==> src/hdl/hcs_pkg.sv <==
// hcs_pkg: shared constants and types for the hamiltonian cycle search unit
// no dependencies; every other file of the block imports it
package hcs_pkg;

    localparam int ROWS         = 16;
    localparam int MAX_VERTICES = 16;
    localparam int VTX_W        = 4;
    localparam int CNT_W        = 5;
    localparam int CFG_ADDR_W   = 3;
    localparam int CFG_DATA_W   = 32;

    // largest vertex count the search can use
    localparam logic [CNT_W-1:0] COUNT_CAP =
        (MAX_VERTICES < ROWS) ? CNT_W'(MAX_VERTICES) : CNT_W'(ROWS);

    // register index, taken from paddr[2]
    localparam logic REG_VERTEX_COUNT = 1'b0;

    localparam logic [CNT_W-1:0] VERTEX_COUNT_RESET = CNT_W'(16);

    typedef logic [ROWS-1:0]  row_t;
    typedef logic [VTX_W-1:0] vtx_t;

    // adjacency row write from the input channel
    typedef struct packed {
        logic en;
        vtx_t row;
        row_t bits;
    } adj_wr_t;

endpackage

==> src/hdl/hcs_adj_store.sv <==
// hcs_adj_store: adjacency matrix in flip-flops, one row written and one row read
// depends on hcs_pkg
module hcs_adj_store
    import hcs_pkg::*;
(
    input  logic    clk,
    input  logic    rst_n,
    input  adj_wr_t wr,
    input  vtx_t    rd_row,
    output row_t    rd_bits
);

    row_t adj_reg [ROWS];

    always_ff @(posedge clk or negedge rst_n)
    begin
        if (!rst_n)
        begin
            for (int i = 0; i < ROWS; i++)
            begin
                adj_reg[i] <= '0;
            end
        end
        else if (wr.en)
        begin
            adj_reg[wr.row] <= wr.bits;
        end
    end

    assign rd_bits = adj_reg[rd_row];

endmodule

==> config.mk <==
export PLATFORM = sky130hd
export DESIGN_NAME = hcs_adj_store
export DESIGN_NICKNAME = d
export VERILOG_FILES = /design/src/hdl/hcs_pkg.sv /design/src/hdl/hcs_adj_store.sv
export SDC_FILE = /design/constraint.sdc
export NUM_CORES = 1
export LEC_CHECK = 0
export BUFFER_PORTS_ARGS = -buffer_cell sky130_fd_sc_hd__buf_2
export CORE_MARGIN = 3
export CORE_UTILIZATION = 50
export CTS_CLUSTER_SIZE = 14
export DETAILED_ROUTE_END_ITERATION = 8
export PLACE_DENSITY = 0.77
export SYNTH_ARGS = -nofsm -noshare
export SYNTH_HDL_FRONTEND = slang
export SYNTH_SLANG_ARGS = --single-unit
==> constraint.sdc <==
create_clock -name clk -period 3.27 [get_ports clk]
set_input_delay 0.8175 -clock clk [delete_from_list [all_inputs] [get_ports clk]]
set_output_delay 0.8175 -clock clk [all_outputs]
set_load 0.01 [all_outputs]
After elaboration in Yosys (flattened, before gate mapping)
Cells that the tools add are included.
{"block": "totals", "rom_bits": 0, "mem_bits_rw": 0, "ff_bits": 256, "word_cells": 28, "latchBits": 0, "n_memories": 0}
{"block": "classes", "n_bitwise": 2, "order_cmp": 3, "mul": 0, "div_mod_pow": 0, "eq_ne": 0, "n_addsub": 0, "n_reduce_logical": 1, "shift": 0, "mux": 6}
{"operator": "bitwise mux 256 bit", "count": 1}
{"operator": "binary-select mux 16 bit (select 4 bit)", "count": 1}
{"operator": "demux 16 bit (select 4 bit)", "count": 1}
{"operator": "2-to-1 mux 16 bit", "count": 3}
{"operator": "greater-or-equal comparator 5 bit (second input constant)", "count": 2}
{"operator": "inverter 4 -> 5 bit", "count": 2}
{"operator": "less-than comparator 5 x 1 -> 1 bit (second input constant)", "count": 1}
{"operator": "logical AND 1 bit", "count": 1}

Longest topological paths before layout
{"block": "depth", "depth_word": 6, "depth_mapped": 6}

Worst setup path after synthesis
No wires, ideal clock.
{"block": "synth_timing", "path_type": "input to output", "startpoint": "input rd_row[0]", "endpoint": "output rd_bits[0]", "arrival_ps": 2140, "cell_stages": 5, "slack_ps": 313, "required_time_ps": 2453, "path_cell_list": "buf_2 buf_2 mux4_2 a22oi_1 nand2_1"}
{"block": "synth_between", "elab_chain_len": 4}
{"element": "start, declared", "line": "hcs_adj_store.sv:9", "text": "input vtx_t rd_row,"}
{"element": "inverter 4 -> 5 bit (not written as such)", "line": "hcs_adj_store.sv:30", "text": "assign rd_bits = adj_reg[rd_row];"}
{"element": "binary-select mux 16 bit (select 4 bit)", "line": "hcs_adj_store.sv:30"}
{"element": "2-to-1 mux 16 bit (not written as such) (2 in a row)", "line": "hcs_adj_store.sv:30"}
{"element": "end, declared", "line": "hcs_adj_store.sv:10", "text": "output row_t rd_bits"}
No other way between the ends. The select of a mux whose other input is x is not followed.

Worst setup path in the final report
{"block": "layout_timing", "startpoint": "input rd_row[0]", "endpoint": "output rd_bits[11]"}
The elaborated chain is that of the path after synthesis.

==> results.sh <==
export IMPL_cts_max_path_buffers=3
export IMPL_detailedPlacementHpwl_mm=16.8
export IMPL_via_count=6537
export IMPL_avgSynthCellArea_sq_um=16.3
export IMPL_synthDominantAreaCellType="sky130_fd_sc_hd__dfrtp_1"
export IMPL_total_leakage_power_nw=5.70
export IMPL_grt_first_pass_wirelength_mm=43.0
export IMPL_synthFlopType="sky130_fd_sc_hd__dfrtp_1"
export IMPL_wire_length_per_cell_microns=25.5
export IMPL_synthMostInstantiatedCell="sky130_fd_sc_hd__dfrtp_1"
export IMPL_worstPathBufferInverterCount=3
export IMPL_synth_top_cell_area_share_pct=55.2
export IMPL_dieWidth_microns=158
export IMPL_clock_tree_root_cell="sky130_fd_sc_hd__clkbuf_16"
export IMPL_htreeDepth=1
export IMPL_grt_pass1_vias=7386
export IMPL_timing_max_cap_violations=0
export IMPL_area_growth_pct=13.5
export IMPL_design_die_area_sq_mm=0.0251
export IMPL_unrepaired_setup_endpoints_after_global_routing="no"
export IMPL_postCtsSetupRepairBufs=0
export IMPL_synth_commonest_cells="sky130_fd_sc_hd__dfrtp_1, sky130_fd_sc_hd__mux2_2, sky130_fd_sc_hd__mux4_2"
export IMPL_fin_tns_setup_ps=0
export IMPL_worst_path_max_fanout=21
export IMPL_place_inst=1012
export IMPL_cts_hold_buffers=0
export IMPL_grt_antenna_before_repair=1
export IMPL_place_port_buffers=42
export IMPL_cts_sinks=256
export IMPL_layout_cells_non_filler=1059
export IMPL_final_layout_size_suffix_gt1_share_pct=58.7
export IMPL_routabilityCongestion=0.798
export IMPL_p_per_area_mw_per_mm2=686
export IMPL_rows=55
export IMPL_largest_reg_flops=256
export IMPL_clk_insertion_delay_late_ps=520
export IMPL_min_path_type="input port to asynchronous set/reset pin"
export IMPL_synth_top_cells_by_area="sky130_fd_sc_hd__dfrtp_1, sky130_fd_sc_hd__mux2_2, sky130_fd_sc_hd__mux4_2"
export IMPL_crit_path_launch_type="input port"
export IMPL_worstSetupEndpointType="primary output"
export IMPL_timing_max_transition_violations_final=0
export IMPL_status="completed"
export IMPL_worst_slew_pin_transition_ps=1050
export IMPL_asyncSetResetFlopFracSynth_pct=100
export IMPL_largest_voltage_drop_on_the_vdd_net_mv=0.614
export IMPL_fill_cells=1684
export IMPL_timing_slew_headroom_pct=30.1
export IMPL_yosysSeqAreaShare_pct=55.2
export IMPL_synth_ff_latch_count=256
export IMPL_yosys_warnings=0
export IMPL_detailedRoute_firstPassIterationCount=4
export IMPL_hold_viol_final=0
export IMPL_global_routing_usage_summed_across_all_routing_layers_pct=22.4
export IMPL_post_synth_inst_count=712
export IMPL_tritoncts="done"
export IMPL_detailedRoute_firstIterationViolations=459
export IMPL_gr_total_overflow=0
export IMPL_core_area_sq_mm=0.0227
export IMPL_layout_worst_path_cycle_share_pct=97.4
export IMPL_final_nets=783
export IMPL_setup_violations=0
export IMPL_synth_edff_count=0
export IMPL_grt_max_degree=88
export IMPL_boundary_pin_count=43
export IMPL_floorplan_die_height_microns=158
export IMPL_ant_nets=0
export IMPL_crit_type="input port to primary output"
export IMPL_tritoncts_num_buffers=27
export IMPL_yosys_cell_types_count=24
export IMPL_post_synth_instance_area_sq_mm=0.0116
export IMPL_clk_pin_slew_worst_paths_ps=60
export IMPL_path_delay_family="buffers and inverters"
export IMPL_worstPathArrival_ps=2370
export IMPL_slowest_stage="sky130_fd_sc_hd__mux4_2"
export IMPL_vias_per_cell=6.17
export IMPL_drt_wl_total_mm=27.0
export IMPL_initial_utilization_pct=51.1
export IMPL_clock_fmax_mhz=314
export IMPL_crit_required_ps=2450
export IMPL_finalCoreUtilization_pct=58.0
export IMPL_finClkSkew_ps=0
export IMPL_slowest_delay_ps=520
export IMPL_postSynthNetCount=739
export IMPL_path_cells="buf_4, buf_12, mux4_2, a22oi_1, nand2_1, buf_2"
export IMPL_post_route_min_period_ps=3190
export IMPL_post_route_drc_count=0
export IMPL_cts_repair_resized=0
-- logic make-up (layout without fill, tap and decap cells) --
| logic type | Yosys count | count (layout) | share of synthesized area [%] |
|---|---|---|---|
| multiplexers | 320 | 320 | 37.6 |
| buffers and inverters | 59 | 120 | 2.69 |
| AND/OR/NAND/NOR | 45 | 45 | 2.47 |
| AO/OA/AOI/OAI | 32 | 32 | 2.07 |
| other | 0 | 1 | 0 |
| flip-flops | 256 | 256 | 55.2 |
-- layout by cell type, fill, tap and decap left out, drive strengths merged --
master	synthesis	final
a22oi	32	32
and2	1	1
buf	32	74
bufinv	0	3
clkbuf	27	37
clkinv	0	4
clkinvlp	0	1
dfrtp	256	256
diode	0	1
inv	0	1
mux2	256	256
mux4	64	64
nand2	18	18
nand2b	3	3
nand3	2	2
nand3b	2	2
nor2	7	7
nor2b	2	2
nor3	6	6
nor4	1	1
or3	2	2
or4	1	1
-- worst paths after layout --
path                         startpoint  slack (ps)  cells after the start           end
max                           rd_row[0]          80                      6   rd_bits[11]
min                               rst_n         300                      1   adj_reg[42]
max reg2reg                adj_reg[125]        2470                      1  adj_reg[125]
min reg2reg                 adj_reg[70]         500                      1   adj_reg[70]
max in group asynchronous         rst_n        1960                      2   adj_reg[65]
min in group clk            adj_reg[70]         500                      1   adj_reg[70]
-- report_power, final --
part / leakage [nW] / switching (W) / total (W) / internal [W]
logic: 2.11 / 0.000603 / 0.00160 / 0.000998
clock network: 0.457 / 0.00121 / 0.00313 / 0.00192
registers: 3.14 / 0.000393 / 0.00430 / 0.00391
total: 5.70 / 0.00220 / 0.00903 / 0.00683
-- layout make-up --
| class | instances | area [sq um] | share of cell area (%) |
|---|---|---|---|
| clock buffer | 37 | 793 | 6.02 |
| clock inverter | 9 | 129 | 0.979 |
| tap | 285 | 357 | 2.71 |
| timing repair buffer | 74 | 563 | 4.28 |
| antenna | 1 | 2.50 | 0.0190 |
| sequential | 256 | 6410 | 48.6 |
| multi-input combinational | 397 | 4920 | 37.3 |
-- metal layers --
layer | track usage (%) | wire length [microns]
met3 | 3.18 | 1240
met5 | 0 | 0
met4 | 7.46 | 869
met1 | 29.2 | 10800
met2 | 39.0 | 14100
-- per-stage QoR --
stage	instance area (sq um)	hold slack, ps	power [W]	setup slack (ps)
CTS	13200	326	0.00908	70.1
global route	13200	343	0.00942	10.2
floorplan	11600	474	0.00541	313
global placement	12200	482	0.00580	119
detailed placement	12200	491	0.00595	115
finish	13200	303	0.00903	84.1
Power figures use the tool's default switching activity.
