**src/hdl/hcs_pkg.sv**
```systemverilog
// hcs_pkg: shared constants and types for the hamiltonian cycle search unit
// no dependencies; every other file of the block imports it
package hcs_pkg;

    localparam int ROWS         = 16;
    localparam int MAX_VERTICES = 16;
    localparam int VTX_W        = 4;
    localparam int CNT_W        = 5;
    localparam int CFG_ADDR_W   = 3;
    localparam int CFG_DATA_W   = 32;

    // largest vertex count the search can use
    localparam logic [CNT_W-1:0] COUNT_CAP =
        (MAX_VERTICES < ROWS) ? CNT_W'(MAX_VERTICES) : CNT_W'(ROWS);

    // register index, taken from paddr[2]
    localparam logic REG_VERTEX_COUNT = 1'b0;

    localparam logic [CNT_W-1:0] VERTEX_COUNT_RESET = CNT_W'(16);

    typedef logic [ROWS-1:0]  row_t;
    typedef logic [VTX_W-1:0] vtx_t;

    // adjacency row write from the input channel
    typedef struct packed {
        logic en;
        vtx_t row;
        row_t bits;
    } adj_wr_t;

endpackage

```
**src/hdl/hcs_search.sv**
```systemverilog
// hcs_search: backtracking sequencer with path stack memory and result register
// depends on hcs_pkg; reads rows from hcs_adj_store
module hcs_search
    import hcs_pkg::*;
(
    input  logic             clk,
    input  logic             rst_n,
    input  logic             start,
    input  logic [CNT_W-1:0] count_eff,
    output logic             idle,
    output vtx_t             adj_row,
    input  row_t             adj_bits,
    output logic             out_valid,
    input  logic             out_ready,
    output logic             out_found,
    output vtx_t             out_vertex,
    output logic             out_last
);

    typedef enum logic [2:0] {
        S_IDLE,
        S_START,
        S_SCAN,
        S_POP,
        S_TAIL,
        S_EMIT_RD,
        S_EMIT_LD,
        S_EMIT_WAIT
    } state_t;

    state_t           state_reg, state_next;
    logic [CNT_W-1:0] n_reg, n_next;
    logic [CNT_W-1:0] d_reg, d_next;
    logic [CNT_W-1:0] v_reg, v_next;
    vtx_t             tail_reg, tail_next;
    vtx_t             k_reg, k_next;
    row_t             used_reg, used_next;
    logic             valid_reg, valid_next;
    logic             found_reg, found_next;
    vtx_t             vertex_reg, vertex_next;
    logic             last_reg, last_next;

    // path stack
    vtx_t             path_mem [ROWS];
    vtx_t             path_rdata_reg;
    logic             path_we;
    vtx_t             path_waddr;
    vtx_t             path_wdata;
    vtx_t             path_raddr;

    logic [CNT_W-1:0] d_dec;
    logic             cand_ok;

    assign d_dec   = d_reg - CNT_W'(1);
    assign adj_row = tail_reg;
    assign cand_ok = adj_bits[v_reg[VTX_W-1:0]] && !used_reg[v_reg[VTX_W-1:0]];

    always_ff @(posedge clk)
    begin
        if (path_we)
        begin
            path_mem[path_waddr] <= path_wdata;
        end
        path_rdata_reg <= path_mem[path_raddr];
    end

    always_comb
    begin
        state_next  = state_reg;
        n_next      = n_reg;
        d_next      = d_reg;
        v_next      = v_reg;
        tail_next   = tail_reg;
        k_next      = k_reg;
        used_next   = used_reg;
        valid_next  = valid_reg;
        found_next  = found_reg;
        vertex_next = vertex_reg;
        last_next   = last_reg;
        path_we     = 1'b0;
        path_waddr  = d_reg[VTX_W-1:0];
        path_wdata  = v_reg[VTX_W-1:0];
        path_raddr  = d_dec[VTX_W-1:0];

        unique case (state_reg)
            S_IDLE:
            begin
                if (start)
                begin
                    n_next     = count_eff;
                    state_next = S_START;
                end
            end
            S_START:
            begin
                if (n_reg == '0)
                begin
                    valid_next  = 1'b1;
                    found_next  = 1'b0;
                    vertex_next = '0;
                    last_next   = 1'b1;
                    used_next   = '0;
                    d_next      = '0;
                    state_next  = S_EMIT_WAIT;
                end
                else
                begin
                    path_we    = 1'b1;
                    path_waddr = '0;
                    path_wdata = '0;
                    used_next  = row_t'(1);
                    d_next     = CNT_W'(1);
                    v_next     = CNT_W'(1);
                    tail_next  = '0;
                    state_next = S_SCAN;
                end
            end
            S_SCAN:
            begin
                priority if (d_reg == n_reg && adj_bits[0])
                begin
                    k_next     = '0;
                    state_next = S_EMIT_RD;
                end
                else if (d_reg != n_reg && v_reg < n_reg && cand_ok)
                begin
                    // push candidate
                    path_we    = 1'b1;
                    used_next  = used_reg | (row_t'(1) << v_reg[VTX_W-1:0]);
                    tail_next  = v_reg[VTX_W-1:0];
                    d_next     = d_reg + CNT_W'(1);
                    v_next     = CNT_W'(1);
                end
                else if (d_reg != n_reg && v_reg < n_reg)
                begin
                    v_next = v_reg + CNT_W'(1);
                end
                else
                begin
                    // backtrack: read the vertex being popped
                    d_next = d_dec;
                    if (d_dec == '0)
                    begin
                        valid_next  = 1'b1;
                        found_next  = 1'b0;
                        vertex_next = '0;
                        last_next   = 1'b1;
                        state_next  = S_EMIT_WAIT;
                    end
                    else
                    begin
                        state_next = S_POP;
                    end
                end
            end
            S_POP:
            begin
                // read the new tail at d-1
                used_next  = used_reg & ~(row_t'(1) << path_rdata_reg);
                v_next     = {1'b0, path_rdata_reg} + CNT_W'(1);
                state_next = S_TAIL;
            end
            S_TAIL:
            begin
                tail_next  = path_rdata_reg;
                state_next = S_SCAN;
            end
            S_EMIT_RD:
            begin
                path_raddr = k_reg;
                state_next = S_EMIT_LD;
            end
            S_EMIT_LD:
            begin
                valid_next  = 1'b1;
                found_next  = 1'b1;
                vertex_next = path_rdata_reg;
                last_next   = ({1'b0, k_reg} == d_dec);
                state_next  = S_EMIT_WAIT;
            end
            S_EMIT_WAIT:
            begin
                if (out_ready)
                begin
                    valid_next = 1'b0;
                    if (last_reg)
                    begin
                        state_next = S_IDLE;
                    end
                    else
                    begin
                        k_next     = k_reg + VTX_W'(1);
                        state_next = S_EMIT_RD;
                    end
                end
            end
            default:
            begin
                state_next = S_IDLE;
            end
        endcase
    end

    always_ff @(posedge clk or negedge rst_n)
    begin
        if (!rst_n)
        begin
            state_reg  <= S_IDLE;
            n_reg      <= '0;
            d_reg      <= '0;
            v_reg      <= '0;
            tail_reg   <= '0;
            k_reg      <= '0;
            used_reg   <= '0;
            valid_reg  <= 1'b0;
            found_reg  <= 1'b0;
            vertex_reg <= '0;
            last_reg   <= 1'b0;
        end
        else
        begin
            state_reg  <= state_next;
            n_reg      <= n_next;
            d_reg      <= d_next;
            v_reg      <= v_next;
            tail_reg   <= tail_next;
            k_reg      <= k_next;
            used_reg   <= used_next;
            valid_reg  <= valid_next;
            found_reg  <= found_next;
            vertex_reg <= vertex_next;
            last_reg   <= last_next;
        end
    end

    assign idle       = (state_reg == S_IDLE);
    assign out_valid  = valid_reg;
    assign out_found  = found_reg;
    assign out_vertex = vertex_reg;
    assign out_last   = last_reg;

endmodule

```
**config.mk**
```make
export PLATFORM = sky130hd
export DESIGN_NAME = hcs_search
export DESIGN_NICKNAME = d
export VERILOG_FILES = /design/src/hdl/hcs_pkg.sv /design/src/hdl/hcs_search.sv
export SDC_FILE = /design/constraint.sdc
export NUM_CORES = 1
export LEC_CHECK = 0
export BUFFER_PORTS_ARGS = -buffer_cell sky130_fd_sc_hd__buf_4
export CAP_MARGIN = 20
export CORE_AREA = 2 2 133 161
export DETAILED_ROUTE_END_ITERATION = 8
export DIE_AREA = 0 0 135 163
export HOLD_SLACK_MARGIN = 0.02
export RECOVER_POWER = 50
export SLEW_MARGIN = 20
export SYNTH_ARGS = -nofsm -noshare
export SYNTH_HDL_FRONTEND = slang
export SYNTH_SLANG_ARGS = --single-unit
```
**constraint.sdc**
```tcl
create_clock -name clk -period 6 [get_ports clk]
set_input_delay 0.3 -clock clk [delete_from_list [all_inputs] [get_ports clk]]
set_output_delay 0.3 -clock clk [all_outputs]
set_load 0.02 [all_outputs]
```
[Word level (Yosys, flattened, before mapping)]
Memory sizes are Yosys's and may differ from the RTL's. A register that Yosys moved wholly into a read port is not among the register bits.
Cells that the tools add are included.
Word-level totals
  bits in registers: 49
  memory bits (writable): 64
  input bits: 25
  output and inout port bits: 12
  logic and storage cells: 138
  memories kept: 1
Cells by class
  $add $sub $neg: 5
  magnitude comparators: 2
  equal/unequal tests: 25
  shift-type cells: 2
  mux-type cells: 66
  bitwise operators: 3
  reduce and logical (&&, ||, !) cells: 23
Memories
  path_mem: words 16, width 4, read ports 1, clocked after Yosys merged registers in 1, write ports 1, line hcs_search.sv:44  | vtx_t path_mem [ROWS];
Operators with widths (number)
  $mux 4: 16
  $pmux 16 s3: 1
  $mux 5: 7
  $mux 16: 2
  $shl 1x4->16 const A: 2
  $mux 3: 8
  $pmux 3 s8: 1
  $pmux 4 s3: 2
  $ne 2x2->1 const B: 11
  $mux 1: 20
  $and 16x16->16: 1
  $not 16->16: 1
  $or 16x16->16: 1
  $reduce_and 4->1: 4
  $pmux 5 s3: 1
  $eq 3x3->1 const B: 4
  $ne 3x3->1 const B: 4
  $add 5x1->5 const B: 2
  $logic_not 5->1: 2
  $pmux 5 s2: 1
  $reduce_bool 3->1: 3
  $bmux 1 s4: 2
  $pmux 4 s2: 1
  $reduce_and 7->1: 1
  other kinds (21): 28

[Depth between registers and ports, before layout]
  word-level depth: 10
  depth in mapped cells: 11
  gate-level depth less buffers: 9

[Worst setup path after synthesis]
OpenSTA, ideal clock, no wires.
  kind: reg2reg
  from: register d_reg[0]
  to: register path_rdata_reg[0] (read register of path_mem)
  arrival time: 2.704 ns
  slack: 3.163 ns
  stages on the path, launching flop included: 9
  clock period less this slack: 2.837 ns
  cell sequence: dfrtp_1 -> clkbuf_1 -> inv_1 -> ha_1 -> a21oi_2 -> buf_2 -> mux4_2 -> mux2i_1 -> mux2i_1
Between the ends
  word-level cells in the longest chain between the ends: 2
Ends and longest elaborated chain
  start, declared: line hcs_search.sv:33  | logic [CNT_W-1:0] d_reg, d_next;
  start signal, assigned: line hcs_search.sv:224  | d_reg <= d_next;
  $sub 5x1->5: line hcs_search.sv:54  | assign d_dec = d_reg - CNT_W'(1);
  $mux 4: line hcs_search.sv:85  | unique case (state_reg)
  end, declared: line hcs_search.sv:45  | vtx_t path_rdata_reg;
Every way passes these cells.
A chain may end at the register's enable or synchronous reset.

[Worst setup path after layout]
  from: register v_reg[1]
  to: memory path_mem[13][0] in the netlist's numbering, enable pin
Between the ends
  word-level cells in the longest chain between the ends: 10
  elaborated cells between the ends (all ways): 14
  classes of those cells: 1 x order compare; 9 x mux; 4 x reduce/logical
Ends and longest elaborated chain
  start, declared: line hcs_search.sv:34  | logic [CNT_W-1:0] v_reg, v_next;
  start signal, assigned: line hcs_search.sv:225  | v_reg <= v_next;
  $bmux 1 s4: line hcs_search.sv:56  | assign cand_ok = adj_bits[v_reg[VTX_W-1:0]] && !used_reg[v_reg[VTX_W-1:0]];
  $mux 1 (not written as such): line hcs_search.sv:56
  $logic_not 1->1: line hcs_search.sv:56
  $logic_and 1x1->1: line hcs_search.sv:56
  $logic_and 1x1->1 (*): line hcs_search.sv:125  | else if (d_reg != n_reg && v_reg < n_reg && cand_ok)
  $mux 1 (*): line hcs_search.sv:125
  $mux 1 (*): line hcs_search.sv:120  | priority if (d_reg == n_reg && adj_bits[0])
  $pmux 1 s2 (*): line hcs_search.sv:85
  $mux 1 (*): line hcs_search.sv:60  | if (path_we)
  $mux 1 (not written as such) (*): line hcs_search.sv:62  | path_mem[path_waddr] <= path_wdata;
  end, declared: line hcs_search.sv:44
Every way passes the cells marked *; elsewhere a longest branch is shown, timed or not. The select of a mux whose other input is x is not followed.

==> impl_metrics.toml <==
[worst_hold_path]
hold_class = "in -> reg"
hold_depth = 3

[power_and_ir_drop]
cellPowerDensity_mw_per_mm2 = 571
ir_drop_mv = 0.247
power_leakage_uw = 0.00275

[drt]
drtIter0Drc = 376
vias = 4460
wirelength_mm = 15.3
viasPerCell = 5.23
dr.pass1.iters = 5
ant_nets = 0
drc = 0
wl_per_cell_um = 17.9

[synth]
synth_flop_cell = "edfxtp_1"
async_reset_ff_frac = 0.419
yosysSeqAreaShare = 0.533
yosysWarnings = 0
synth_nets = 583
synth_edf_count = 64
synth_top_area_share = 0.317
syn_avg_cell_area_um2 = 11.3
synth_cells = 538
yosys-top-cells-area = "edfxtp_1, dfrtp_1, mux4_2"
syn_area_mm2 = 0.00606
synth.distinct_cells = 65
yosys.area.top_type = "edfxtp_1"
synth-seq-cells = 117

[clocking]
h-tree-depth = 4
numCtsBuffers = 17
clk_pin_slew_ps = 60
cts_hold_buf = 1
clock_path_buffers = 2
cts_num_sinks = 117
postCtsSetupBuffers = 0
cts_tree = "done"
cts_root_buf = "clkbuf_16"
clk_latency_ps = 420
ctsResizeCount = 0

[placement]
gp_congestion = 0.865
portBuffers = 36
dp_hpwl_mm = 10.7
place_ws_ps = 1970

[grt]
grt_use_met2 = 0.238
antenna_found_initial = 0
gr-usage-met1 = 0.177
grt_use_total = 0.143
grt_pass1_vias = 4528
grt-busiest-layer = "met2"
met3_usage = 0.0339
grt_start_max_net_pins = 50
grt_pass1_wl_mm = 24.2
grt_overflow = 0

[worst_setup_path]
start_kind = "register"
crit_type = "reg -> reg"
critPathMaxFanout = 15
end_kind = "register"
worstRegToRegCells = 6
crit_required_ps = 6040
cp.arrival_ps = 3570
r2r_setup_slack_ps = 2470

[sta]
rsz0062_at_grt = "no"
whs_ps = 102
finalSetupTns_ps = 0
min_period_ps = 3530
timing.final.crit_share = 0.588
slew_viol_final = 50
setup_viol = 0
fin_skew_ps = 10.8
hold_viol = 0
clock.fmax_ghz = 0.283
setup_slack_ps = 2470
maxSlewHeadroom = -0.876
worst_pin_slew_ps = 2810

[die]
die_h_um = 163
core.rowCount = 58
initial_utilization = 0.294
core-area_mm2 = 0.0206
dieWidth_um = 135
die_area_mm2 = 0.0220
io_pins = 37

[cells_and_area]
layout_common_cells = "nand2_1, edfxtp_1, dfrtp_1"
final_common_cell = "nand2_1"
multi_input_area_mm2 = 0.00261
largest_register_ffs = 64
nets = 614
syn2layout_area_growth_pct = 18.3
layout-drive-gt1-share = 0.156
antenna_cells = 0
seqCellArea_mm2 = 0.00323
nFillCells = 2053

[run]
cap_violations = 1

[run_status]
violations = "capacitance limit, slew limit"
status = "finished with violations"
-- cells in the mapped netlist, drive strengths merged, types with 3 or more instances --
master,count
edfxtp,64
dfrtp,49
mux2i,12
or3b,3
nand3b,5
xor2,10
mux4,16
o21ai,30
nor3b,5
a31oi,16
a221oi,4
nand4,8
a21oi,23
xnor2,5
clkbuf,18
nand3,16
nor4,5
nor3,14
o21a,4
a22o,9
buf,13
o31ai,3
inv,27
nor2b,8
nor2,33
ha,20
nand2,65
o311ai,4
nand2b,5
dfxtp,4
-- critical path, cell delays in order (launching register included) --
cell,delay (ps)
dfrtp_1,720
ha_1,340
o21ai_0,160
o21ai_1,90
a221o_1,470
or3_1,560
nor4_1,800
-- report_power, final --
group	total (uW)	switching (uW)	leakage [uW]	internal (uW)
combinational	1690	1000	0.00120	683
clock	1070	377	0.000300	697
sequential	1330	284	0.00125	1050
total	4090	1670	0.00275	2430
-- cells by family after synthesis --
kind of cell / synth area share
muxes: 0.0830
buffers and inverters: 0.0384
xor gates and xnor gates: 0.0217
DFF: 0.533
AOI/OAI and AO/OA: 0.133
and+or+nand+nor: 0.150
adders and majority gates: 0.0413
-- per-layer routing --
| layer | up-vias | part of all wire |
|---|---|---|
| met5 | - | 0 |
| met4 | 0 | 0.025 |
| met3 | 27 | 0.051 |
| met2 | 148 | 0.51 |
| met1 | 2213 | 0.42 |
| li1 | 2072 | - |
-- cell type report --
type | instances | share of cell area
Sequential cell | 117 | 0.450
Multi-Input combinational cell | 363 | 0.364
Clock buffer | 17 | 0.0593
Tap cell | 270 | 0.0471
Inverter | 27 | 0.0141
Timing Repair Buffer | 43 | 0.0370
Clock inverter | 15 | 0.0286
-- path summary, 6_finish.rpt --
path / endpoint / start
worst min register to register: out_found / out_found
worst min-delay path: n_reg[4] / count_eff[4]
worst max register to register: path_mem[13][0] / v_reg[1]
min in group asynchronous: used_reg[2] / rst_n
max in group asynchronous: d_reg[0] / rst_n
worst max-delay path: path_mem[13][0] / v_reg[1]
-- metrics by stage --
| step | total power (uW) | std cells | cell area, um^2 | util |
|---|---|---|---|---|
| detailed placement | 3050 | 818 | 6580 | 0.319 |
| finish | 4090 | 852 | 7170 | 0.348 |
| global route | 4320 | 852 | 7170 | 0.348 |
| floorplan | 2540 | 538 | 6060 | - |
| CTS | 4130 | 851 | 7220 | 0.350 |
| global placement | 2980 | 818 | 6580 | 0.319 |
(Power assumes the default switching activity.)
