## src/hdl/hcs_pkg.sv

```systemverilog
// hcs_pkg: shared constants and types for the hamiltonian cycle search unit
// no dependencies; every other file of the block imports it
package hcs_pkg;

    localparam int ROWS         = 16;
    localparam int MAX_VERTICES = 16;
    localparam int VTX_W        = 4;
    localparam int CNT_W        = 5;
    localparam int CFG_ADDR_W   = 3;
    localparam int CFG_DATA_W   = 32;

    // largest vertex count the search can use
    localparam logic [CNT_W-1:0] COUNT_CAP =
        (MAX_VERTICES < ROWS) ? CNT_W'(MAX_VERTICES) : CNT_W'(ROWS);

    // register index, taken from paddr[2]
    localparam logic REG_VERTEX_COUNT = 1'b0;

    localparam logic [CNT_W-1:0] VERTEX_COUNT_RESET = CNT_W'(16);

    typedef logic [ROWS-1:0]  row_t;
    typedef logic [VTX_W-1:0] vtx_t;

    // adjacency row write from the input channel
    typedef struct packed {
        logic en;
        vtx_t row;
        row_t bits;
    } adj_wr_t;

endpackage

```

## src/hdl/hcs_cfg_regs.sv

```systemverilog
// hcs_cfg_regs: apb register port holding vertex_count and driving the clamped count
// depends on hcs_pkg
module hcs_cfg_regs
    import hcs_pkg::*;
(
    input  logic                  clk,
    input  logic                  rst_n,
    input  logic                  psel,
    input  logic                  penable,
    input  logic                  pwrite,
    input  logic [CFG_ADDR_W-1:0] paddr,
    input  logic [CFG_DATA_W-1:0] pwdata,
    output logic [CFG_DATA_W-1:0] prdata,
    output logic                  pready,
    output logic [CNT_W-1:0]      count_eff
);

    logic [CNT_W-1:0] vertex_count_reg;
    logic [CNT_W-1:0] vertex_count_next;
    logic             wr_en;

    assign pready = 1'b1;
    assign wr_en  = psel && penable && pwrite && (paddr[2] == REG_VERTEX_COUNT);

    always_comb
    begin
        vertex_count_next = vertex_count_reg;
        if (wr_en)
        begin
            vertex_count_next = pwdata[CNT_W-1:0];
        end
    end

    always_ff @(posedge clk or negedge rst_n)
    begin
        if (!rst_n)
        begin
            vertex_count_reg <= VERTEX_COUNT_RESET;
        end
        else
        begin
            vertex_count_reg <= vertex_count_next;
        end
    end

    always_comb
    begin
        prdata = '0;
        if (paddr[2] == REG_VERTEX_COUNT)
        begin
            prdata = CFG_DATA_W'(vertex_count_reg);
        end
    end

    assign count_eff = (vertex_count_reg > COUNT_CAP) ? COUNT_CAP : vertex_count_reg;

endmodule

```

## config.mk

```make
export PLATFORM = sky130hd
export DESIGN_NAME = hcs_cfg_regs
export DESIGN_NICKNAME = d
export VERILOG_FILES = /design/src/hdl/hcs_pkg.sv /design/src/hdl/hcs_cfg_regs.sv
export SDC_FILE = /design/constraint.sdc
export NUM_CORES = 1
export LEC_CHECK = 0
export BUFFER_PORTS_ARGS = -buffer_cell sky130_fd_sc_hd__buf_2
export CORE_AREA = 2 2 44 46
export DETAILED_ROUTE_END_ITERATION = 10
export DIE_AREA = 0 0 46 48
export PLACE_DENSITY = 0.91
export SLEW_MARGIN = 25
export SYNTH_ARGS = -nofsm -noshare
export SYNTH_HDL_FRONTEND = slang
export SYNTH_SLANG_ARGS = --single-unit
```

## constraint.sdc

```tcl
create_clock -name clk -period 1.55 [get_ports clk]
set_clock_uncertainty 0.2 [all_clocks]
set_input_delay 0.0775 -clock clk [delete_from_list [all_inputs] [get_ports clk]]
set_output_delay 0.0775 -clock clk [all_outputs]
set_load 0.02 [all_outputs]
```

== After elaboration in Yosys (flattened, before gate mapping) ==
Cells that the tools add are included.

* Shift operators: 0
* Bitwise gates (word level): 1
* Equal/unequal tests: 0
* Reduce and logical (&&, ||, !) cells: 3
* $mul: 0
* Order comparisons: 1
* Divide/modulo/power cells: 0
* Add/sub/neg operators: 0
* Multiplexer cells: 2

{| class="wikitable"
|+ Operators by type and width
! cell !! number
|-
| 2-to-1 mux 5 bit || 2
|-
| > comparator 5 bit, second input constant || 1
|-
| logical AND 1 bit || 3
|-
| NOT 1 bit || 1
|}

* Memory bits (read-only): 0
* Memories kept: 0
* Bits in latches: 0
* Bits in writable memories: 0
* Output and inout port bits: 38
* Logic and storage cells: 8
* Register bits: 5

== Depth between registers and ports, before layout ==
Gate-level depths: netlist of the first run.

* Depth in word-level cells: 3
* Depth in mapped cells: 2
* Mapped depth without buffers: 2

== Worst setup path before layout of the first run ==
Ideal clock, no wire load.

* Path type: register to output
* Start point: register vertex_count_reg[4]
* End point: output port count_eff[4]
* Stages on the path, launching flop included: 2
* Setup slack: 0.503 ns
* Arrival: 0.769 ns
* Cells stage by stage: dfstp_2 clkbuf_1

* Cells in the longest elaborated chain, start to end: 2

{| class="wikitable"
|+ Ends and longest elaborated chain
! element !! line !! RTL
|-
| start: declaration || hcs_cfg_regs.sv:18 || <nowiki>logic [CNT_W-1:0] vertex_count_reg;</nowiki>
|-
| start signal: assignment || hcs_cfg_regs.sv:42 || <nowiki>vertex_count_reg <= vertex_count_next;</nowiki>
|-
| > comparator 5 bit || hcs_cfg_regs.sv:55 || <nowiki>assign count_eff = (vertex_count_reg > COUNT_CAP) ? COUNT_CAP : vertex_count_reg;</nowiki>
|-
| 2-to-1 mux 5 bit (*) || hcs_cfg_regs.sv:55 ||
|-
| end: declaration || hcs_cfg_regs.sv:15 || <nowiki>output logic [CNT_W-1:0] count_eff</nowiki>
|}

Every way passes the cells marked *; elsewhere a longest branch is shown, timed or not.

== Final worst setup path of the first run ==
* Start point: register vertex_count_reg[4]
* End point: output port prdata[4]

* Cells in the longest elaborated chain, start to end: 1

{| class="wikitable"
|+ Ends and longest elaborated chain
! element !! line !! RTL
|-
| 2-to-1 mux 5 bit || hcs_cfg_regs.sv:49 || <nowiki>if (paddr[2] == REG_VERTEX_COUNT)</nowiki>
|-
| end: declaration || hcs_cfg_regs.sv:13 || <nowiki>output logic [CFG_DATA_W-1:0] prdata,</nowiki>
|}

No other way between the ends.

==> results.toml, run 1 <==
[grt]
grt_pass1_vias = 265
grt_max_degree = 8
grt_pass1_wl_mm = 1.01
grt_usage_pct = 7.32
grt_overflow = 0
antenna_found_initial = 0

[sta]
rsz0062_at_grt = "no"
report.final.hold_viol_count = 0
tns_ps = 0
clock.fmax_ghz = 0.725
setup_viol = 0
fin_crit_ps = 1380
final-max-slew-violation-count = 0
finalCritPeriodShare_pct = 89.0
final.setup.worst_slack_ps = 171

[power]
p_int_w = 0.000360
p_clk_share_pct = 24.4
p_leak_nw = 0.353
power_frac_seq_pct = 31.9
p_switching_w = 0.000236
ir_drop_uv = 237
pwr-share-comb_pct = 43.7
switching_share_pct = 39.6
powerDensity_nw_per_um2 = 997

[synth]
yosysSeqAreaShare_pct = 25.4
netlist_area_um2 = 497
synth_top_area_cell = "buf_4"
synthCells = 51
ys.warnings.count = 0
yosysTopAreaCellShare_pct = 42.3
synthTopCellsByArea = "buf_4 42%, dfrtp_1 20%, mux2_2 11%, and2b_2 8.8%, dfstp_2 5.3%"
syn_area_per_cell_um2 = 9.74
synth.distinct_cells = 9
ys_ff_latch = 5

[clock_tree]
clockBufferDepth = 2
path_clk_slew_ps = 40
tritoncts = "yes"
cts_sinks = 5
clk-insertion-delay-late_ps = 230
clockRootBuffer = "clkbuf_4"
cts_made_buffers = 3
htreeDepth = 1

[run_status]
status = "complete, no violations"

[floorplan]
dieArea_um2 = 2210
core_um2 = 1690
io_pins = 78
die_h_um = 48
initial_core_util_pct = 29.4
die_w_um = 46
row_count = 15

[setup_path]
cp-endpoint = "prdata[4]"
path_class = "register to output port"
r2r_end = "vertex_count_reg[4]"
crit_path_max_fanout = 7
worstPathArrival_ps = 1100
setup.worst_path.start = "vertex_count_reg[4]"
ff2ff_setup_slack_ps = 560
start_kind = "register"
endpoint_kind = "output port"
cp.required_ps = 1270
r2r_cells = 1
r2r-start = "vertex_count_reg[4]"

[hold_path]
hp-class = "input pin to register"

[routing]
via_count = 348
ant_nets = 0
drt-total-wl_um = 777
routedWlPerCell_um = 8.09
via_per_inst = 3.63
drtIter0Drc = 2
drc = 0
drtPass1Iterations = 2

[flow_run]
maxCapViolations = 0

[cells_and_area]
nets = 120
area_growth_pct = 20.4
drive_gt1_share_pct = 44.3
largest_register_ffs = 5
antenna_cells = 0

[place]
gp_congestion = 0.715
io_buffers = 20
preCtsSetupSlack_ps = 413
dp_hpwl_um = 732
[power groups by stage]
stage / clock network (W) / registers (W) / logic [W]
5_1_grt: 0.000162 / 0.000195 / 0.000281
2_1_floorplan: 0 / 0.000182 / 0.000242
4_1_cts: 0.000155 / 0.000192 / 0.000262
6_report: 0.000145 / 0.000190 / 0.000261
3_3_place_gp: 0 / 0.000189 / 0.000244
3_5_place_dp: 0 / 0.000194 / 0.000248
[cell type report]
class                      count  area, um2
sequential                     5        126
multi-input combinational     43        254
timing repair buffer          27        170
tap                           17       21.3
fill                         186       1090
clock buffer                   4       26.3
[per-layer routing]
metal  global-route usage [%]  vias up  part of all wire [%]
met4                     6.86        0                     0
met1                     6.29      148                    36
met5                        0        -                     0
met3                     3.40        0                    18
met2                     12.5       43                    46
li1                         -      157                     -
[through the flow]
stage               hold WS [ps]  std cells  utilization (%)  instance area [um2]  power [W]
global route                52.7         96             35.4                  598   0.000637
floorplan                   -418         77                -                  594   0.000424
global placement            -312         85             29.7                  502   0.000433
detailed placement          -301         85             29.7                  502   0.000442
finish                      51.8         96             35.4                  598   0.000596
CTS                         47.4         96             35.4                  598   0.000609
[placed cells by master, fill, tap and decap left out]
cell type / n
and2b_2: 5
buf_2: 20
clkbuf_1: 1
clkbuf_4: 3
conb_1: 28
dfrtp_1: 4
dfstp_2: 1
dlygate4sd3_1: 7
mux2_2: 5
nand4b_4: 1
nor2b_1: 4
[worst max-delay path: stages (launching register included)]
cell     delay (ps)
dfstp_2         570
and2b_2         140
buf_2           150
[synth_stat cells]
library cell,instances
clkbuf_1,1
dfrtp_1,4
conb_1,2
dfstp_2,1
buf_4,28
mux2_2,5
nand4b_4,1
nor2b_1,4
and2b_2,5
[how the worst min path moves through the flow]
stage | startpoint | end | slack, ps | cells past startpoint
finish | penable | vertex_count_reg[3] | 50 | 3
global route | penable | vertex_count_reg[3] | 50 | 3
CTS | penable | vertex_count_reg[3] | 50 | 3
detailed placement | rst_n | vertex_count_reg[3] | -300 | 1
global placement | rst_n | vertex_count_reg[2] | -310 | 1
floorplan | rst_n | vertex_count_reg[0] | -420 | 0
[what timing repair did]
action	in CTS	in global routing
hold buffers	7	0
buffers inserted	0	0
gates resized for setup	0	0
endpoints found under the hold margin	10	0
[cells by family after synthesis]
| family | Yosys count | share of synthesized area (%) |
|---|---|---|
| buffers and inverters | 29 | 43.1 |
| AND/OR/NAND/NOR | 10 | 18.6 |
| multiplexers | 5 | 11.3 |
| other | 2 | 1.51 |
| flip-flops | 5 | 25.4 |
Note: power is estimated with default switching activity, not from simulation.
==> run 2: changes to the inputs <==
--- a/config.mk
+++ b/config.mk
@@ -6,10 +6,11 @@
 export NUM_CORES = 1
 export LEC_CHECK = 0
 export BUFFER_PORTS_ARGS = -buffer_cell sky130_fd_sc_hd__buf_2
-export CORE_AREA = 2 2 44 46
+export CORE_AREA = 2 2 48 50
+export CTS_CLUSTER_DIAMETER = 120
 export DETAILED_ROUTE_END_ITERATION = 10
-export DIE_AREA = 0 0 46 48
-export PLACE_DENSITY = 0.91
+export DIE_AREA = 0 0 50 52
+export PLACE_DENSITY = 0.82
 export SLEW_MARGIN = 25
 export SYNTH_ARGS = -nofsm -noshare
 export SYNTH_HDL_FRONTEND = slang
==> constraint.sdc (replaced) <==
create_clock -name clk -period 1.25 [get_ports clk]
set_clock_uncertainty 0.2 [all_clocks]
set_input_delay 0.0625 -clock clk [delete_from_list [all_inputs] [get_ports clk]]
set_output_delay 0.0625 -clock clk [all_outputs]
set_load 0.02 [all_outputs]
==> results.toml, run 2 (synthesis gave the netlist of run 1 again) <==
[setup_path]
start_kind = "register"
cp.required_ps = 990
path_cells = "and2b_2 > buf_6"
cp_num_buf_inv = 1
endpoint_kind = "output port"
path_class = "register to output port"
cpPeakStageDelay_ps = 580
worstPathArrival_ps = 1080
cpLargestDelayFamily = "flip-flops"
crit_path_max_fanout = 7
crit_slowest_cell = "dfstp_2"

[power]
p_switching_w = 0.000303
ir_drop_uv = 368
pwr-share-comb_pct = 48.2
power_frac_seq_pct = 29.8
p_clk_share_pct = 22.0
powerDensity_nw_per_um2 = 1210
p_int_w = 0.000493
p_leak_nw = 0.366
switching_share_pct = 38.0

[place]
dp_hpwl_um = 713
gp_congestion = 0.684
io_buffers = 20
preCtsSetupSlack_ps = 127

[floorplan]
die_w_um = 50
initial_core_util_pct = 23.6
io_pins = 78
core_um2 = 2110
die_h_um = 52
row_count = 17
dieArea_um2 = 2600

[sta]
final-max-slew-violation-count = 0
hold_slack_ps = 34.4
report.final.hold_viol_count = 0
final.setup.worst_slack_ps = -91.6
fin_crit_ps = 1340
setup_viol = 6
rsz0062_at_grt = "yes"
finalCritPeriodShare_pct = 107
clock.fmax_ghz = 0.745

[cells_and_area]
utilization_pct = 31.3
drive_gt1_share_pct = 45.0
mostFrequentLayoutCell = "conb_1"
final_cell_mix = "28 x conb_1, 13 x buf_2, 7 x dlygate4sd3_1, 6 x buf_6"
n_fill_cell = 226
antenna_cells = 0
largest_register_ffs = 5
nets = 121
area_growth_pct = 32.7

[run_status]
status = "finished with violations"
violations = "negative setup slack"

[routing]
drtPass1Iterations = 2
via_count = 352
ant_nets = 0
drt-total-wl_um = 922
drc = 0
drtIter0Drc = 1
via_per_inst = 3.26
routedWlPerCell_um = 8.54

[flow_run]
maxCapViolations = 0

[clock_tree]
tritoncts = "yes"
path_clk_slew_ps = 40
clockBufferDepth = 2
cts_sinks = 5
htreeDepth = 1
cts_made_buffers = 3
clk-insertion-delay-late_ps = 230
clockRootBuffer = "clkbuf_4"

[grt]
antenna_found_initial = 0
grt_overflow = 0
grt_usage_pct = 6.80
grt_pass1_vias = 298
grt_max_degree = 8
grt_pass1_wl_mm = 1.24

[hold_path]
hp-class = "input pin to register"
run 2: path summary, 6_finish.rpt:
| check | start | end | slack, ps | depth (start not counted) |
|---|---|---|---|---|
| worst max register to register | vertex_count_reg[4] | vertex_count_reg[4] | 240 | 1 |
| max in group asynchronous | rst_n | vertex_count_reg[2] | 70 | 3 |
| worst max-delay path | vertex_count_reg[4] | prdata[4] | -90 | 2 |
| worst min-delay path | penable | vertex_count_reg[3] | 30 | 3 |
| min in group asynchronous | rst_n | vertex_count_reg[4] | 160 | 2 |
| worst min register to register | vertex_count_reg[2] | vertex_count_reg[2] | 330 | 1 |
run 2: repair_timing:
item,CTS,global route
buffers inserted,0,1
gates resized for setup,2,11
hold endpoints to repair,10,0
hold buffers,7,0
endpoints found under the setup margin,6,10
run 2: power by group through the flow:
stage / sequential, W / combinational (W) / clock (W)
4_1_cts: 0.000238 / 0.000331 / 0.000194
3_5_place_dp: 0.000240 / 0.000308 / 0
6_report: 0.000238 / 0.000384 / 0.000175
3_3_place_gp: 0.000235 / 0.000302 / 0
5_1_grt: 0.000245 / 0.000408 / 0.000197
2_1_floorplan: 0.000226 / 0.000300 / 0
run 2: stage by stage:
stage / total power (W) / instances / cell area (um2) / TNS [ps]
floorplan: 0.000526 / 77 / 594 / 0
global route: 0.000850 / 108 / 659 / -570
detailed placement: 0.000548 / 96 / 515 / 0
CTS: 0.000763 / 107 / 618 / -340
global placement: 0.000538 / 96 / 515 / 0
finish: 0.000796 / 108 / 659 / -289
run 2: area by class of cell:
| cell class | count | area (um2) | share of cell area [%] |
|---|---|---|---|
| flip-flops and latches | 5 | 126 | 19.2 |
| multi-input cells | 43 | 254 | 38.5 |
| repair buffers | 28 | 218 | 33.0 |
| clock buffers | 4 | 26.3 | 3.98 |
| well taps | 28 | 35.0 | 5.31 |
run 2: worst min-delay path, delay by kind of cell:
| family | cells | cell delay (ps) |
|---|---|---|
| mux | 1 | 150 |
| simple gates | 1 | 110 |
| buf+inv | 1 | 110 |
run 2: layer usage:
layer  global-route usage (%)  part of all wire (%)  vias to the layer above
met5                        0                     0                        -
met4                     4.17                     0                        0
met3                     3.16                    12                        0
met2                     12.7                    56                       32
met1                     5.79                    32                      160
li1                         -                     -                      160
==> run 3: changes to the inputs <==
--- a/config.mk
+++ b/config.mk
@@ -11,7 +11,7 @@
 export DETAILED_ROUTE_END_ITERATION = 10
 export DIE_AREA = 0 0 50 52
 export PLACE_DENSITY = 0.82
-export SLEW_MARGIN = 25
+export SETUP_SLACK_MARGIN = 0.05
 export SYNTH_ARGS = -nofsm -noshare
 export SYNTH_HDL_FRONTEND = slang
 export SYNTH_SLANG_ARGS = --single-unit
==> results.toml, run 3 (synthesis gave the netlist of run 1 again) <==
[cells_and_area]
final_cell_mix = "28 x conb_1, 13 x buf_2, 6 x dlygate4sd3_1, 6 x buf_6"
area_growth_pct = 33.2
layout.cells.non_filler = 108
nets = 121
mostFrequentLayoutCell = "conb_1"
multi_input_area_um2 = 254
n_fill_cell = 221
regArea_um2 = 126
antenna_cells = 0
drive_gt1_share_pct = 45.0
largest_register_ffs = 5

[clock_tree]
htreeDepth = 1
clk-insertion-delay-late_ps = 230
clockBufferDepth = 2
tritoncts = "yes"
path_clk_slew_ps = 40
cts_sinks = 5
cts_made_buffers = 3
clockRootBuffer = "clkbuf_4"

[routing]
routedWlPerCell_um = 8.28
via_per_inst = 3.25
drt-total-wl_um = 894
via_count = 351
drtPass1Iterations = 2
drc = 0
ant_nets = 0
drtIter0Drc = 1

[grt]
grt_pass1_vias = 310
grt_overflow = 0
grt_usage_pct = 7.29
grt_pass1_wl_mm = 1.32
grt_max_degree = 7
antenna_found_initial = 0

[power]
p_int_w = 0.000494
p_leak_nw = 0.375
switching_share_pct = 37.8
ir_drop_uv = 442
power_frac_seq_pct = 29.6
p_clk_share_pct = 22.0
powerDensity_nw_per_um2 = 1200
p_switching_w = 0.000300
pwr-share-comb_pct = 48.4

[place]
gp_congestion = 0.684
place_inst = 96
io_buffers = 20
dp_hpwl_um = 713

[setup_path]
crit_path_max_fanout = 6
r2r-start = "vertex_count_reg[4]"
worstPathArrival_ps = 1060
cp.required_ps = 990
start_kind = "register"
ff2ff_setup_slack_ps = 160
r2r_cells = 2
r2r_end = "vertex_count_reg[4]"
path_class = "register to output port"
endpoint_kind = "output port"

[hold_path]
hold_depth = 3
hp-start = "penable"
whs_endpoint = "vertex_count_reg[3]"
hp-class = "input pin to register"

[sta]
rsz0062_at_grt = "yes"
finalCritPeriodShare_pct = 106
tns_ps = -155
final.setup.worst_slack_ps = -70.2
clock.fmax_ghz = 0.757
report.final.hold_viol_count = 0
setup_viol = 6
final-max-slew-violation-count = 0
fin_crit_ps = 1320
hold_slack_ps = 33.8

[run_status]
violations = "negative setup slack"
status = "finished with violations"

[floorplan]
core_um2 = 2110
die_h_um = 52
row_count = 17
initial_core_util_pct = 23.6
io_pins = 78
die_w_um = 50
dieArea_um2 = 2600

[flow_run]
maxCapViolations = 0
-- run 3: cell types whose count changed in the layout (fill, tap and decap cells not counted) --
cell,previous run,this run
dlymetal6s4s_1,0,1
dlygate4sd3_1,7,6
-- run 3: power by group through the flow --
stage	logic, W	clock network (W)	registers (W)
5_1_grt	0.000409	0.000197	0.000243
6_report	0.000384	0.000175	0.000235
3_3_place_gp	0.000302	0	0.000235
3_5_place_dp	0.000308	0	0.000240
2_1_floorplan	0.000300	0	0.000226
4_1_cts	0.000378	0.000194	0.000236
-- run 3: per-layer routing --
layer	up-vias	GRT usage [%]	wire length [um]
li1	160	-	-
met1	159	5.61	296
met2	32	14.7	495
met3	0	3.16	102
met4	0	4.17	0
met5	-	0	0
-- run 3: worst max path at each step --
| stage | start | end | depth (start not counted) |
|---|---|---|---|
| after floorplan | vertex_count_reg[4] | count_eff[4] | 1 |
| final | vertex_count_reg[4] | prdata[4] | 2 |
| after CTS | vertex_count_reg[4] | prdata[4] | 2 |
| after global routing | vertex_count_reg[4] | prdata[4] | 2 |
| after detailed placement | vertex_count_reg[4] | prdata[4] | 2 |
| after global placement | vertex_count_reg[4] | prdata[4] | 2 |
-- run 3: repair_timing --
| item | in CTS | in global routing |
|---|---|---|
| gates resized for setup | 12 | 2 |
| endpoints found under the hold margin | 10 | 0 |
| endpoints found under the setup margin | 10 | 14 |
| setup buffers | 1 | 0 |
| hold buffers | 7 | 0 |
| cloned | 0 | 0 |
-- run 3: final cells by class --
class	count	share of cell area, %
well taps	28	5.29
clock buffers	4	3.97
flip-flops and latches	5	19.1
multi-input cells	43	38.4
repair buffers	28	33.3
-- run 3: metrics by stage --
stage	power (W)	utilization [%]	area [um2]	setup WS [ps]
detailed placement	0.000548	24.5	515	127
global route	0.000848	31.4	662	-122
CTS	0.000808	31.2	657	-92.2
floorplan	0.000526	-	594	218
global placement	0.000538	24.5	515	141
finish	0.000794	31.4	662	-70.2
-- run 3: worst max-delay path, cell delays in order, from the launching register on --
cell and delay, ps:
dfstp_2 560, and2b_2 150, buf_6 110
